<file path="config.mk">
export PLATFORM = sky130hd
export DESIGN_NAME = dwc_front
export DESIGN_NICKNAME = d
export VERILOG_FILES = /design/src/rtl/dwc_pkg.sv /design/src/rtl/dwc_front.sv
export SDC_FILE = /design/constraint.sdc
export NUM_CORES = 1
export LEC_CHECK = 0
export ABC_AREA = 1
export BUFFER_PORTS_ARGS = -buffer_cell sky130_fd_sc_hd__buf_2
export CORE_ASPECT_RATIO = 2
export CORE_MARGIN = 3
export CORE_UTILIZATION = 25
export CTS_CLUSTER_SIZE = 28
export DETAILED_ROUTE_END_ITERATION = 6
export SETUP_SLACK_MARGIN = 0.05
export SYNTH_ARGS = -nofsm -noshare
export SYNTH_HDL_FRONTEND = slang
export SYNTH_SLANG_ARGS = --single-unit
</file>
<file path="constraint.sdc">
create_clock -name aclk -period 3.72 [get_ports aclk]
set_input_delay 0.372 -clock aclk [delete_from_list [all_inputs] [get_ports aclk]]
set_output_delay 0.372 -clock aclk [all_outputs]
set_load 0.005 [all_outputs]
</file>
<file path="src/rtl/dwc_pkg.sv">
package dwc_pkg;

    localparam int PIX_W   = 16;
    localparam int IDX_W   = 6;
    localparam int SLOT_W  = 3;
    localparam int SIZE_W  = 13;
    localparam int CNT_W   = 12;
    localparam int PROD_W  = 32;
    localparam int ROW_W   = 35;
    localparam int SUM_W   = 40;
    localparam int DATA_W  = 40;

    localparam logic REQ_WEIGHT = 1'b0;
    localparam logic REQ_PIXEL  = 1'b1;

    typedef enum logic [1:0] {
        REG_KERNEL  = 2'd0,
        REG_WIDTH   = 2'd1,
        REG_HEIGHT  = 2'd2,
        REG_CHANNEL = 2'd3
    } reg_idx_t;

    typedef struct packed {
        logic is_pixel;
        logic emit;
        logic row_done;
        logic plane_done;
        logic all_done;
    } flags_t;

    // Odd kernel side in 1..maxk
    function automatic logic [2:0] eff_kernel(logic [2:0] raw, logic [2:0] maxk);
        logic [2:0] kv;
        kv = raw;
        if (kv == 3'd0) kv = 3'd1;
        if (kv > maxk) kv = maxk;
        if (!kv[0]) kv = kv - 3'd1;
        return kv;
    endfunction

endpackage

</file>
<file path="src/rtl/dwc_front.sv">
module dwc_front #(
    parameter int MAX_WIDTH  = 1024,
    parameter int MAX_HEIGHT = 1024,
    parameter int QW         = 40
) (
    input  logic                        aclk,
    input  logic                        aresetn,
    input  logic                        cfg_clear,
    input  logic [2:0]                  k,
    input  logic [dwc_pkg::SIZE_W-1:0]  w_eff,
    input  logic [dwc_pkg::SIZE_W-1:0]  h_eff,
    input  logic [dwc_pkg::CNT_W-1:0]   c_eff,
    input  logic                        s_tvalid,
    output logic                        s_tready,
    input  logic [dwc_pkg::DATA_W-1:0]  s_tdata,
    input  logic [0:0]                  s_tuser,
    input  logic                        q_full,
    output logic                        q_push,
    output logic [QW-1:0]               q_data
);
    localparam int AW = $clog2(MAX_WIDTH);
    localparam int HW = $clog2(MAX_HEIGHT);

    logic [AW-1:0]                  col_reg, col_next;
    logic [HW-1:0]                  row_reg, row_next;
    logic [dwc_pkg::CNT_W-1:0]      plane_reg, plane_next;
    logic [dwc_pkg::SLOT_W-1:0]     base_reg, base_next;
    logic [dwc_pkg::SIZE_W-1:0]     col1, row1, kz;
    logic [dwc_pkg::CNT_W-1:0]      plane1;
    logic                           last_col, last_row, last_plane;
    logic                           is_pixel;
    dwc_pkg::flags_t                flags;
    logic [dwc_pkg::PIX_W-1:0]      value;

    assign s_tready = !q_full;
    assign q_push   = s_tvalid && !q_full;
    assign is_pixel = (s_tuser[0] == dwc_pkg::REQ_PIXEL);

    assign col1       = dwc_pkg::SIZE_W'(col_reg) + dwc_pkg::SIZE_W'(1);
    assign row1       = dwc_pkg::SIZE_W'(row_reg) + dwc_pkg::SIZE_W'(1);
    assign plane1     = plane_reg + dwc_pkg::CNT_W'(1);
    assign kz         = dwc_pkg::SIZE_W'(k);
    assign last_col   = (col1 == w_eff);
    assign last_row   = (row1 == h_eff);
    assign last_plane = (plane1 >= c_eff);

    always_comb begin
        flags.is_pixel   = is_pixel;
        flags.emit       = (row1 >= kz) && (col1 >= kz) && (kz <= w_eff) && (kz <= h_eff);
        flags.row_done   = last_col;
        flags.plane_done = last_col && last_row;
        flags.all_done   = last_col && last_row && last_plane;
        value = is_pixel ? s_tdata[37:22] : s_tdata[21:6];
    end

    assign q_data = {flags, base_reg, s_tdata[5:0], value, col_reg};

    always_comb begin
        col_next   = col_reg;
        row_next   = row_reg;
        plane_next = plane_reg;
        base_next  = base_reg;
        if (cfg_clear) begin
            col_next   = '0;
            row_next   = '0;
            plane_next = '0;
            base_next  = '0;
        end else if (q_push && is_pixel) begin
            if (!last_col) begin
                col_next = col_reg + AW'(1);
            end else begin
                col_next = '0;
                if (!last_row) begin
                    row_next = row_reg + HW'(1);
                    if (k <= 3'd1 || ({1'b0, base_reg} + 4'd1) == ({1'b0, k} - 4'd1)) begin
                        base_next = '0;
                    end else begin
                        base_next = base_reg + dwc_pkg::SLOT_W'(1);
                    end
                end else begin
                    row_next   = '0;
                    base_next  = '0;
                    plane_next = last_plane ? '0 : plane1;
                end
            end
        end
    end

    always_ff @(posedge aclk) begin
        if (!aresetn) begin
            col_reg   <= '0;
            row_reg   <= '0;
            plane_reg <= '0;
            base_reg  <= '0;
        end else begin
            col_reg   <= col_next;
            row_reg   <= row_next;
            plane_reg <= plane_next;
            base_reg  <= base_next;
        end
    end

endmodule

</file>
==> metrics.yaml <==
run_status:
  status: "completed"
floorplan:
  ios: 129
  placeableCoreArea_mm2: 0.0150
  dieArea_mm2: 0.0171
  dieHeight_um: 182
  die_w_um: 94.1
  rows: 63
  start_util: 0.259
placement:
  portBuffers: 114
  place_congestion: 0.920
  place_hpwl_mm: 9.93
  placedCellCount: 961
synth:
  synth.area.top_cells: "nand2_1, dfxtp_1, inv_1"
  syn_area_mm2: 0.00388
  synth.net_count: 787
  yosysTopAreaCellShare: 0.222
  async_flop_share: 0
  synth_seq_cells: 35
  synth_cell_types: 38
  synthCells: 671
  ys.flop_type: "dfxtp_1"
  synth_edf_count: 0
  yosysTopAreaCell: "nand2_1"
  ys_seq_area_frac: 0.181
  syn_area_per_cell_um2: 5.78
  yosysWarnings: 0
global_route:
  grt_pass1_wl_mm: 19.4
  overflow: 0
  antenna_found_initial: 0
  grtUsageTotal: 0.142
  grt_max_degree: 30
  grt_pass1_vias: 4301
setup_path:
  cpMostUsedCell: "nand2_1"
  path_max_fanout: 5
  path_cells: "ha_1 -> nand2_1 -> inv_1 -> nand2_1 -> nor2_2 -> nand3_1 -> nor2_1 -> nand2_1 -> xor2_1 -> inv_1 -> ha_1 -> nand2_1 -> inv_1 -> nand3_1 -> or3_1 -> nand4_1 -> and3_1 -> buf_2"
  cp-end-kind: "output port"
  slowest_delay_ns: 0.40
  critical_path_buf_inv_count: 4
  required_ns: 3.35
  cp_top_family: "simple AND/OR/NAND/NOR gates"
  cp_slowest_cell: "dfxtp_1"
  startpoint_type: "flop"
  worstPathArrival_ns: 2.98
  critPathKind: "flop to output port"
routing:
  wl_per_cell_um: 12.3
  via_per_inst: 4.48
  drt_iter0_drc: 140
  vias: 4339
  drc: 0
  firstDrtPassIters: 4
  postRouteAntennaNets: 0
  wirelength_mm: 11.9
sta:
  slew_violations: 0
  rsz0062_at_grt: "false"
  fin_crit_sh: 0.901
  setup_viol: 0
  relSlewSlack: 0.589
  finClkSkew_ns: 0.00903
  worstMarginPinSlew_ns: 0.615
  fin_crit_ns: 3.35
  holdWs_ns: 0.483
  max_freq_mhz: 299
  tns_ns: 0
  hold_viol_final: 0
pwr:
  cellLeakagePower_nw: 2.65
  power.total_w: 0.00100
  power_density_mw_per_mm2: 212
  irDropWorstVdd_uv: 144
cells_and_area:
  antenna_cells: 0
  syn_to_final_growth_pct: 21.9
  drive_gt1_frac: 0.202
  fill_cells: 1716
  stdcell_count: 969
  largest_reg_flops: 12
  layout.nets: 889
clock_network:
  cts_max_path_buffers: 2
  numClockSinks: 35
  cts_root_buffer: "clkbuf_16"
  clkLatencyLatePin_ns: 0.29
  h-tree-depth: 2
  cts_setup_buffers: 0
  hold_buffers: 0
  tritoncts: "built"
  cts_buffers: 5
  postCtsResizedCells: 0
  clkTransAtPathRegs_ns: 0.06
run:
  max_cap_viol_count: 0
hold_path:
  hold_path.class: "flop to flop"
==> cells in the final DEF, fill, tap and decap left out, drive strengths merged <==
master	Yosys	routed
nand2	234	234
buf	16	118
inv	109	109
nor2	75	75
nand3	66	66
dfxtp	35	35
ha	29	29
nand4	28	28
a21oi	21	21
o21ai	13	13
xor2	11	11
clkbuf	7	8
nor3	7	7
xnor2	3	3
and3	3	3
or2	2	2
nand3b	2	2
a21boi	2	2
nor4	2	2
a21o	1	1
nor3b	1	1
o31ai	1	1
or3	1	1
a211oi	1	1
clkinv	1	1
==> kinds of logic (layout without fill, tap and decap cells) <==
logic type	Yosys count	count (layout)	synth area share
xor gates and xnor gates	14	14	0.0316
and+or+nand+nor	421	421	0.494
buffers and inverters	133	236	0.147
DFF	35	35	0.181
adders and majority gates	29	29	0.0936
AOI/OAI and AO/OA	39	39	0.0536
==> area by class of cell <==
class	instances	area (um^2)	area share
well taps	195	244	0.0516
multi-input cells	503	2610	0.553
repair buffers	118	601	0.127
flip-flops and latches	35	701	0.148
clock buffers	8	156	0.0331
inverters	110	413	0.0873
==> routing by layer <==
layer  part of all wire  GRT usage
met1               0.39      0.145
met5                  0          0
met3              0.040     0.0161
met4              0.025     0.0579
met2               0.54      0.280
==> where the power goes <==
| part | internal [W] | switching [W] | leakage, nW | total (W) |
|---|---|---|---|---|
| logic | 0.0000767 | 0.0000979 | 2.30 | 0.000175 |
| clock network | 0.000286 | 0.000167 | 0.0772 | 0.000453 |
| registers | 0.000375 | 0.000000718 | 0.282 | 0.000376 |
| total | 0.000737 | 0.000266 | 2.65 | 0.00100 |
==> stage by stage <==
| stage | worst slack (ns) | utilization | instance area, um^2 |
|---|---|---|---|
| floorplan | 0.661 | - | 3880 |
| global placement | 0.672 | 0.305 | 4570 |
| detailed placement | 0.597 | 0.305 | 4570 |
| CTS | 0.286 | 0.315 | 4720 |
| global route | 0.0877 | 0.316 | 4730 |
| finish | 0.370 | 0.316 | 4730 |
==> worst min-delay path, cell delays in order (launching register included) <==
cell     delay [ns]
dfxtp_1        0.32
nand3_1        0.08
nand2_1        0.04
==> worst paths after layout <==
| kind | startpoint | to | slack, ns | depth (start not counted) |
|---|---|---|---|---|
| hold / removal | plane_reg[11]$_SDFFE_PP0P_ | plane_reg[11]$_SDFFE_PP0P_ | 0.48 | 2 |
| hold reg to reg | plane_reg[11]$_SDFFE_PP0P_ | plane_reg[11]$_SDFFE_PP0P_ | 0.48 | 2 |
| setup / recovery | plane_reg[0]$_SDFFE_PP0P_ | q_data[35] | 0.37 | 18 |
| setup reg to reg | plane_reg[0]$_SDFFE_PP0P_ | plane_reg[8]$_SDFFE_PP0P_ | 0.77 | 20 |
==> cells in the mapped netlist, drive strengths merged, types with 3 or more instances <==
master	number
clkbuf	7
a21oi	21
buf	16
xnor2	3
nand3	66
nand4	28
and3	3
dfxtp	35
nor2	75
xor2	11
ha	29
nor3	7
nand2	234
o21ai	13
inv	109
Power figures use the tool's default switching activity.
