`src/rtl/dwc_queue.sv`:
```
module dwc_queue #(
    parameter int QW = 40
) (
    input  logic          aclk,
    input  logic          aresetn,
    input  logic          push,
    input  logic [QW-1:0] push_data,
    input  logic          pop,
    output logic          full,
    output logic          out_valid,
    output logic [QW-1:0] out_data
);
    localparam int DEPTH = 4;
    localparam int PW    = $clog2(DEPTH);

    logic [QW-1:0] mem_reg [DEPTH];
    logic [PW-1:0] wr_reg, rd_reg;
    logic [PW:0]   cnt_reg, cnt_next;

    assign full      = (cnt_reg == (PW+1)'(DEPTH));
    assign out_valid = (cnt_reg != '0);
    assign out_data  = mem_reg[rd_reg];

    always_comb begin
        cnt_next = cnt_reg;
        if (push && !(pop && out_valid)) cnt_next = cnt_reg + (PW+1)'(1);
        else if (!push && pop && out_valid) cnt_next = cnt_reg - (PW+1)'(1);
    end

    always_ff @(posedge aclk) begin
        if (push) mem_reg[wr_reg] <= push_data;
    end

    always_ff @(posedge aclk) begin
        if (!aresetn) begin
            wr_reg  <= '0;
            rd_reg  <= '0;
            cnt_reg <= '0;
        end else begin
            if (push) wr_reg <= wr_reg + PW'(1);
            if (pop && out_valid) rd_reg <= rd_reg + PW'(1);
            cnt_reg <= cnt_next;
        end
    end

endmodule

```
`config.mk`:
```
export PLATFORM = sky130hd
export DESIGN_NAME = dwc_queue
export DESIGN_NICKNAME = d
export VERILOG_FILES = /design/src/rtl/dwc_queue.sv
export SDC_FILE = /design/constraint.sdc
export NUM_CORES = 1
export LEC_CHECK = 0
export BUFFER_PORTS_ARGS = -buffer_cell sky130_fd_sc_hd__buf_4
export CORE_MARGIN = 5
export CORE_UTILIZATION = 51
export DETAILED_ROUTE_END_ITERATION = 8
export HOLD_SLACK_MARGIN = 0.05
export PLACE_DENSITY = 0.73
export SYNTH_ARGS = -nofsm -noshare
export SYNTH_HDL_FRONTEND = slang
export SYNTH_SLANG_ARGS = --single-unit
```
`constraint.sdc`:
```
create_clock -name aclk -period 1.8 [get_ports aclk]
set_input_delay 0.18 -clock aclk [delete_from_list [all_inputs] [get_ports aclk]]
set_output_delay 0.18 -clock aclk [all_outputs]
set_load 0.05 [all_outputs]
```
==> results.py, run 1 <==
metrics = {
    "die": {
        "io_pins": 86,
        "floorplan.die_area_um2": 14700,
        "chipHeight_um": 121,
        "effective_utilization_at_floorplan_pct": 52.2,
        "core-area_um2": 12100,
        "overall_die_width_um": 121,
        "placementRows": 40,
    },
    "detailed_routing": {
        "detail_route.vias_per_cell": 5.21,
        "drtAntennaViolNets": 0,
        "drc_errors": 0,
        "drt-initial-drc-count": 197,
        "wl_per_cell_um": 19.6,
        "vias": 3116,
        "route.final.wire_length_um": 11700,
        "drt-pass1-iter-count": 4,
    },
    "place": {
        "final_wtd_congestion": 0.746,
        "hpwl_um": 6810,
        "placement.io_buffers": 85,
        "placement.setup.worst_slack_ns": 0.0260,
        "placed_area_um2": 7250,
    },
    "sta": {
        "max_slew_margin_pct": 74.8,
        "worst_setup_slack_final_ns": -0.144,
        "fin_crit_sh_pct": 108,
        "rsz0062_at_grt": "yes",
        "timing_max_transition_violations_final": 0,
        "timing.setup.tns_ns": -4.00,
        "worstMarginPinSlew_ns": 0.378,
        "final.min_clock_period_ns": 1.94,
        "clock_skew_ns": 0.0109,
        "fmax_mhz": 514,
        "worst_hold_check_slack_ns": 0.197,
        "finalSetupViolations": 40,
        "final_hold_viol_count": 0,
    },
    "flow_run": {
        "maxCapViolCount": 0,
    },
    "cts": {
        "cts-buffers-inserted": 17,
        "tritoncts": "done",
        "clkTransAtPathRegs_ns": 0.06,
        "clock_tree.buffer_depth": 2,
        "cts-htree-levels": 4,
        "cts_sinks": 169,
        "clock_latency_ns": 0.42,
        "clock_tree_root": "clkbuf_16",
    },
    "pwr": {
        "p_leak_nw": 2.93,
        "power_per_cell_area_nw_per_um2": 1450,
        "peakVddDrop_mv": 0.865,
        "power.total_w": 0.0122,
    },
    "finish": {
        "final_area_um2": 8410,
        "nets": 466,
        "antenna_cells_inserted": 0,
        "largest_register_ffs": 160,
        "layout-area-overhead-vs-synth_pct": 33.6,
        "post_route_cells_drive_above_1_share_pct": 42.6,
    },
    "min_path": {
        "hold_path_startpoint": "push",
        "min_path_type": "input pin to flop",
    },
    "worst_setup_path": {
        "path_class": "flop to output pin",
        "critPathRequiredTime_ns": 1.62,
        "regToRegStartpoint": "cnt_reg[2]$_SDFFE_PN0P_",
        "timing.critical_path.from_type": "flop",
        "cp_max_fo": 6,
        "arrival_ns": 1.76,
        "critPathCaptureType": "output pin",
    },
    "run_status": {
        "run_status": "finished with violations",
        "failed_checks": "setup timing",
    },
    "global_routing": {
        "number_of_global_route_vias_before_repair": 3402,
        "grt_pass1_wl_um": 18800,
        "globalRouteOverflowTotal": 0,
        "initial_antenna_violation_count": 0,
        "grt_util_all_layers_pct": 17.4,
        "largest_net_degree_at_the_start_of_global_routing": 25,
    },
    "synth": {
        "synth.distinct_cells": 29,
        "syn-mean-instance-area_um2": 23.9,
        "synth.area.top_cells": "edfxtp_1 (76%), mux4_2 (14%), dfxtp_1 (2.9%)",
        "synth_sequential_area_ratio_pct": 79.1,
        "post_synth_inst_count": 264,
        "synth_seq_cells": 169,
        "yosysTopAreaCellShare_pct": 76.3,
        "synth-warning-count": 0,
        "net_count_of_the_mapped_netlist": 313,
        "synth_top_cell_by_area": "edfxtp_1",
        "syn_area_um2": 6300,
    },
}
==> where the power goes <==
part	switching (W)	leakage, nW	internal [W]
Clock	0.00136	0.264	0.00185
Combinational	0.00241	1.12	0.00189
Sequential	0.000105	1.55	0.00457
==> synth_stat cells <==
cell type    n
a21oi_1      1
a32o_1       1
and2_1       9
and3_1       1
and3b_1      1
buf_1        4
buf_2        3
buf_6        4
dfxtp_1      9
edfxtp_1   160
fa_1         1
ha_1         4
inv_1        2
mux2i_1      1
mux4_2      40
nand2_1      2
nor2_1       3
nor2b_1      1
nor2b_2      1
nor3b_1      2
o21ai_0      1
o21ai_1      2
o311a_1      1
o311ai_1     1
o31a_1       2
o31ai_2      1
or3_2        1
xnor2_1      3
xor2_1       2
==> logic make-up (layout without fill, tap and decap cells) <==
| kind of cell | count (synthesis) | after routing | synth area share (%) |
|---|---|---|---|
| flops | 169 | 169 | 79.1 |
| mux | 41 | 41 | 14.5 |
| simple gates | 21 | 21 | 2.03 |
| buf+inv | 13 | 179 | 1.31 |
| compound gates | 10 | 10 | 1.25 |
| fa+ha+maj | 5 | 5 | 1.11 |
| xor+xnor | 5 | 5 | 0.695 |
==> repair_timing <==
item                       in CTS  in global routing
setup endpoints to repair      41                 42
buffers inserted                1                  0
gates resized for setup        43                  1
hold buffers                   41                  0
hold endpoints to repair      168                  0
pin swaps                       0                  0
cloned                          2                  0
==> worst paths after layout <==
path / cells after the start / endpoint / slack (ns)
max: 4 / out_data[31] / -0.14
min: 3 / wr_reg[1]$_SDFFE_PN0P_ / 0.20
max reg2reg: 5 / cnt_reg[1]$_SDFFE_PN0P_ / 0.02
min reg2reg: 2 / flop / 0.59
==> cells in the final DEF, fill, tap and decap left out, drive strengths merged <==
master       instances
a32o                 1
clkbuf              18
o31a                 2
edfxtp             160
fa                   1
dlygate4sd3         41
nor2b                2
mux2i                1
buf                104
nor2                 3
or3                  1
xor2                 2
and2                 9
xnor2                3
nor3b                2
mux4                40
nand2                2
o21ai                3
dfxtp                9
bufinv               1
ha                   4
o311ai               1
a21oi                1
and3b                1
and3                 1
o31ai                1
clkinv              13
inv                  2
o311a                1
==> stage by stage <==
stage	cells	utilization (%)
3_5_place_dp	522	60.1
2_1_floorplan	264	-
6_report	598	69.8
5_1_grt	598	69.8
4_1_cts	598	69.7
3_3_place_gp	522	60.1
==> cell type report <==
| type | count | area (µm²) |
|---|---|---|
| sequential | 169 | 4990 |
| fill | 754 | 3650 |
| timing repair buffer | 145 | 1440 |
| multi-input combinational | 82 | 1250 |
| clock buffer | 18 | 429 |
| tap | 168 | 210 |
| clock inverter | 14 | 88.8 |
| inverter | 2 | 7.51 |
==> worst max-delay path, cell delays in order, from the launching register on <==
cell     delay, ns
dfxtp_4       0.39
buf_12        0.13
buf_16        0.13
mux4_2        0.52
buf_6         0.17
==> per-layer routing <==
layer	vias to the layer above	share of wire [%]	track usage (%)
met5	-	0	0
met4	0	0.77	6.30
met3	7	6.0	4.85
met2	106	50	27.3
met1	1584	43	23.5
li1	1419	-	-
(Power assumes the default switching activity.)
==> run 2: changes to the inputs <==
--- a/config.mk
+++ b/config.mk
@@ -7,10 +7,11 @@
 export LEC_CHECK = 0
 export BUFFER_PORTS_ARGS = -buffer_cell sky130_fd_sc_hd__buf_4
 export CORE_MARGIN = 5
-export CORE_UTILIZATION = 51
+export CORE_UTILIZATION = 53
+export CTS_BUF_LIST = sky130_fd_sc_hd__clkbuf_4
 export DETAILED_ROUTE_END_ITERATION = 8
 export HOLD_SLACK_MARGIN = 0.05
-export PLACE_DENSITY = 0.73
+export PLACE_DENSITY = 0.75
 export SYNTH_ARGS = -nofsm -noshare
 export SYNTH_HDL_FRONTEND = slang
 export SYNTH_SLANG_ARGS = --single-unit
==> run 2 against run 1 <==
Against the previous run: the run still ends with setup timing left; cell area shrank 1.9%; global-route usage grew 0.087 points; setup slack lost 0.11 ns; hold slack gained 0.18 ns; wire length shrank 0.41%; core utilization grew 1.9 points; sequential power is essentially flat; clock power shrank 31%; cell count shrank 3.2%; non-clock buffer count grew 6; count of clock-buffer cells in the layout grew 4; critical path type unchanged; critical endpoint is now out_data[11].
==> results.py, run 2 (synthesized netlist as in run 1, its figures left out) <==
metrics = {
    "run_status": {
        "run_status": "finished with violations",
        "failed_checks": "setup timing",
    },
    "die": {
        "chipHeight_um": 119,
        "core-area_um2": 11500,
        "effective_utilization_at_floorplan_pct": 54.7,
        "overall_die_width_um": 119,
        "floorplan.die_area_um2": 14200,
        "placementRows": 39,
        "io_pins": 86,
    },
    "worst_setup_path": {
        "regToRegStartpoint": "cnt_reg[1]$_SDFFE_PN0P_",
        "critical-path-top-delay-family": "multiplexers",
        "crit_chain": "buf_12 -> mux4_2 -> buf_6",
        "critPathCaptureType": "output pin",
        "cp_slowest_stage_delay_ns": 0.55,
        "critical_path.reg2reg.endpoint": "cnt_reg[1]$_SDFFE_PN0P_",
        "r2r_setup_slack_ns": 0,
        "critPathRequiredTime_ns": 1.62,
        "slowest_stage": "mux4_2",
        "path_class": "flop to output pin",
        "arrival_ns": 1.87,
        "timing.critical_path.from_type": "flop",
        "reg2regPathDepth": 6,
        "cp.buffers_inverters": 2,
        "cp_max_fo": 15,
    },
    "sta": {
        "rsz0062_at_grt": "yes",
        "finalSetupViolations": 41,
        "worst_setup_slack_final_ns": -0.251,
        "fmax_mhz": 487,
        "worstMarginPinSlew_ns": 0.453,
        "clock_skew_ns": 0.0180,
        "fin_crit_sh_pct": 114,
        "max_slew_margin_pct": 69.8,
        "timing_max_transition_violations_final": 0,
        "final.min_clock_period_ns": 2.05,
        "worst_hold_check_slack_ns": 0.381,
        "final_hold_viol_count": 0,
    },
    "detailed_routing": {
        "wl_per_cell_um": 20.1,
        "drt-initial-drc-count": 203,
        "drc_errors": 0,
        "vias": 3113,
        "drt-pass1-iter-count": 4,
        "route.final.wire_length_um": 11700,
        "drtAntennaViolNets": 0,
        "detail_route.vias_per_cell": 5.38,
    },
    "global_routing": {
        "grt_util_all_layers_pct": 17.5,
        "globalRouteOverflowTotal": 0,
        "largest_net_degree_at_the_start_of_global_routing": 28,
        "grt_pass1_wl_um": 18700,
        "number_of_global_route_vias_before_repair": 3450,
        "initial_antenna_violation_count": 0,
    },
    "pwr": {
        "p_leak_nw": 2.86,
        "power_per_cell_area_nw_per_um2": 1370,
        "peakVddDrop_mv": 1.20,
    },
    "finish": {
        "nFillCells": 709,
        "largest_register_ffs": 160,
        "nets": 472,
        "layout-area-overhead-vs-synth_pct": 31.0,
        "final_core_utilization_pct": 71.7,
        "layout.area.seq_um2": 4990,
        "post_route_cells_drive_above_1_share_pct": 44.3,
        "antenna_cells_inserted": 0,
        "multi_input_comb_area_um2": 1260,
        "layout_commonest_cell": "edfxtp_1",
        "most_frequent_cells_in_the_layout": "edfxtp_1 (160), buf_4 (54), dlygate4sd3_1 (43), buf_6 (43), mux4_2 (40)",
    },
    "min_path": {
        "hold_path_startpoint": "push_data[16]",
        "min_path_type": "input pin to flop",
        "hold-path-endpoint": "mem_reg[3][16]$_DFFE_PP_",
        "whs_path_depth": 2,
    },
    "flow_run": {
        "maxCapViolCount": 0,
    },
    "cts": {
        "cts_sinks": 169,
        "cts-htree-levels": 4,
        "cts-buffers-inserted": 17,
        "clock_tree.buffer_depth": 2,
        "tritoncts": "done",
        "clock_tree_root": "clkbuf_4",
        "clkTransAtPathRegs_ns": 0.13,
        "clock_latency_ns": 0.54,
    },
    "place": {
        "placement.setup.worst_slack_ns": 0.0208,
        "placement.io_buffers": 85,
        "hpwl_um": 7010,
        "final_wtd_congestion": 0.691,
    },
}
run 2: cell count changes in the layout (fill, tap and decap cells not counted), moves of 3 or more:
cell       previous run  this run
buf_4                57        54
buf_8                 0         5
clkbuf_16            17         0
clkbuf_4              0        22
clkinv_1              5         2
clkinv_2              8         2
run 2: worst max path at each step:
stage | start | endpoint | slack, ns | cells past startpoint
floorplan | cnt_reg[2]$_SDFFE_PN0P_ | cnt_reg[1]$_SDFFE_PN0P_ | 0.009 | 5
global placement | cnt_reg[2]$_SDFFE_PN0P_ | cnt_reg[1]$_SDFFE_PN0P_ | 0.08 | 5
detailed placement | cnt_reg[2]$_SDFFE_PN0P_ | cnt_reg[1]$_SDFFE_PN0P_ | 0.02 | 5
CTS | flop | out_data[21] | -0.31 | 4
global route | flop | out_data[38] | -0.36 | 3
finish | flop | out_data[11] | -0.25 | 3
run 2: report_power, final:
group / switching (W) / internal, W
clock: 0.00120 / 0.00103
combinational: 0.00242 / 0.00197
sequential: 0.000115 / 0.00456
total: 0.00374 / 0.00756
run 2: final cells by class:
type                       count  area share, %
sequential                   169           60.5
clock inverter                10           1.59
tap                          143           2.17
multi-input combinational     82           15.3
inverter                       2         0.0910
timing repair buffer         151           18.4
clock buffer                  22           2.00
run 2: what timing repair did:
action / in CTS / in global routing
gates resized for setup: 49 / 9
pin swaps: 0 / 1
setup endpoints to repair: 41 / 44
gates cloned: 1 / 0
hold endpoints to repair: 169 / 1
buffers inserted: 5 / 3
hold buffers: 42 / 1
run 2: metrics by stage:
stage	std cells	total power, W	cell area [µm²]	TNS [ns]
finish	579	0.0113	8250	-8.46
floorplan	264	0.00746	6320	0
CTS	577	0.0114	8230	-10.63
global route	579	0.0118	8250	-12.92
detailed placement	497	0.00859	7270	0
global placement	497	0.00852	7270	0
run 2: worst reg2reg max path: stages, from the launching register on:
cell	delay, ns
dfxtp_2	0.35
buf_6	0.11
o31ai_4	0.18
nand2_1	0.11
fa_2	0.46
a32o_1	0.27
o31a_1	0.23
run 2: routing by layer:
layer | up-vias | global-route usage (%) | wire length [µm]
met4 | 0 | 5.43 | 108
met3 | 11 | 5.40 | 504
li1 | 1420 | - | -
met2 | 86 | 28.9 | 6090
met5 | - | 0 | 0
met1 | 1596 | 22.4 | 4940
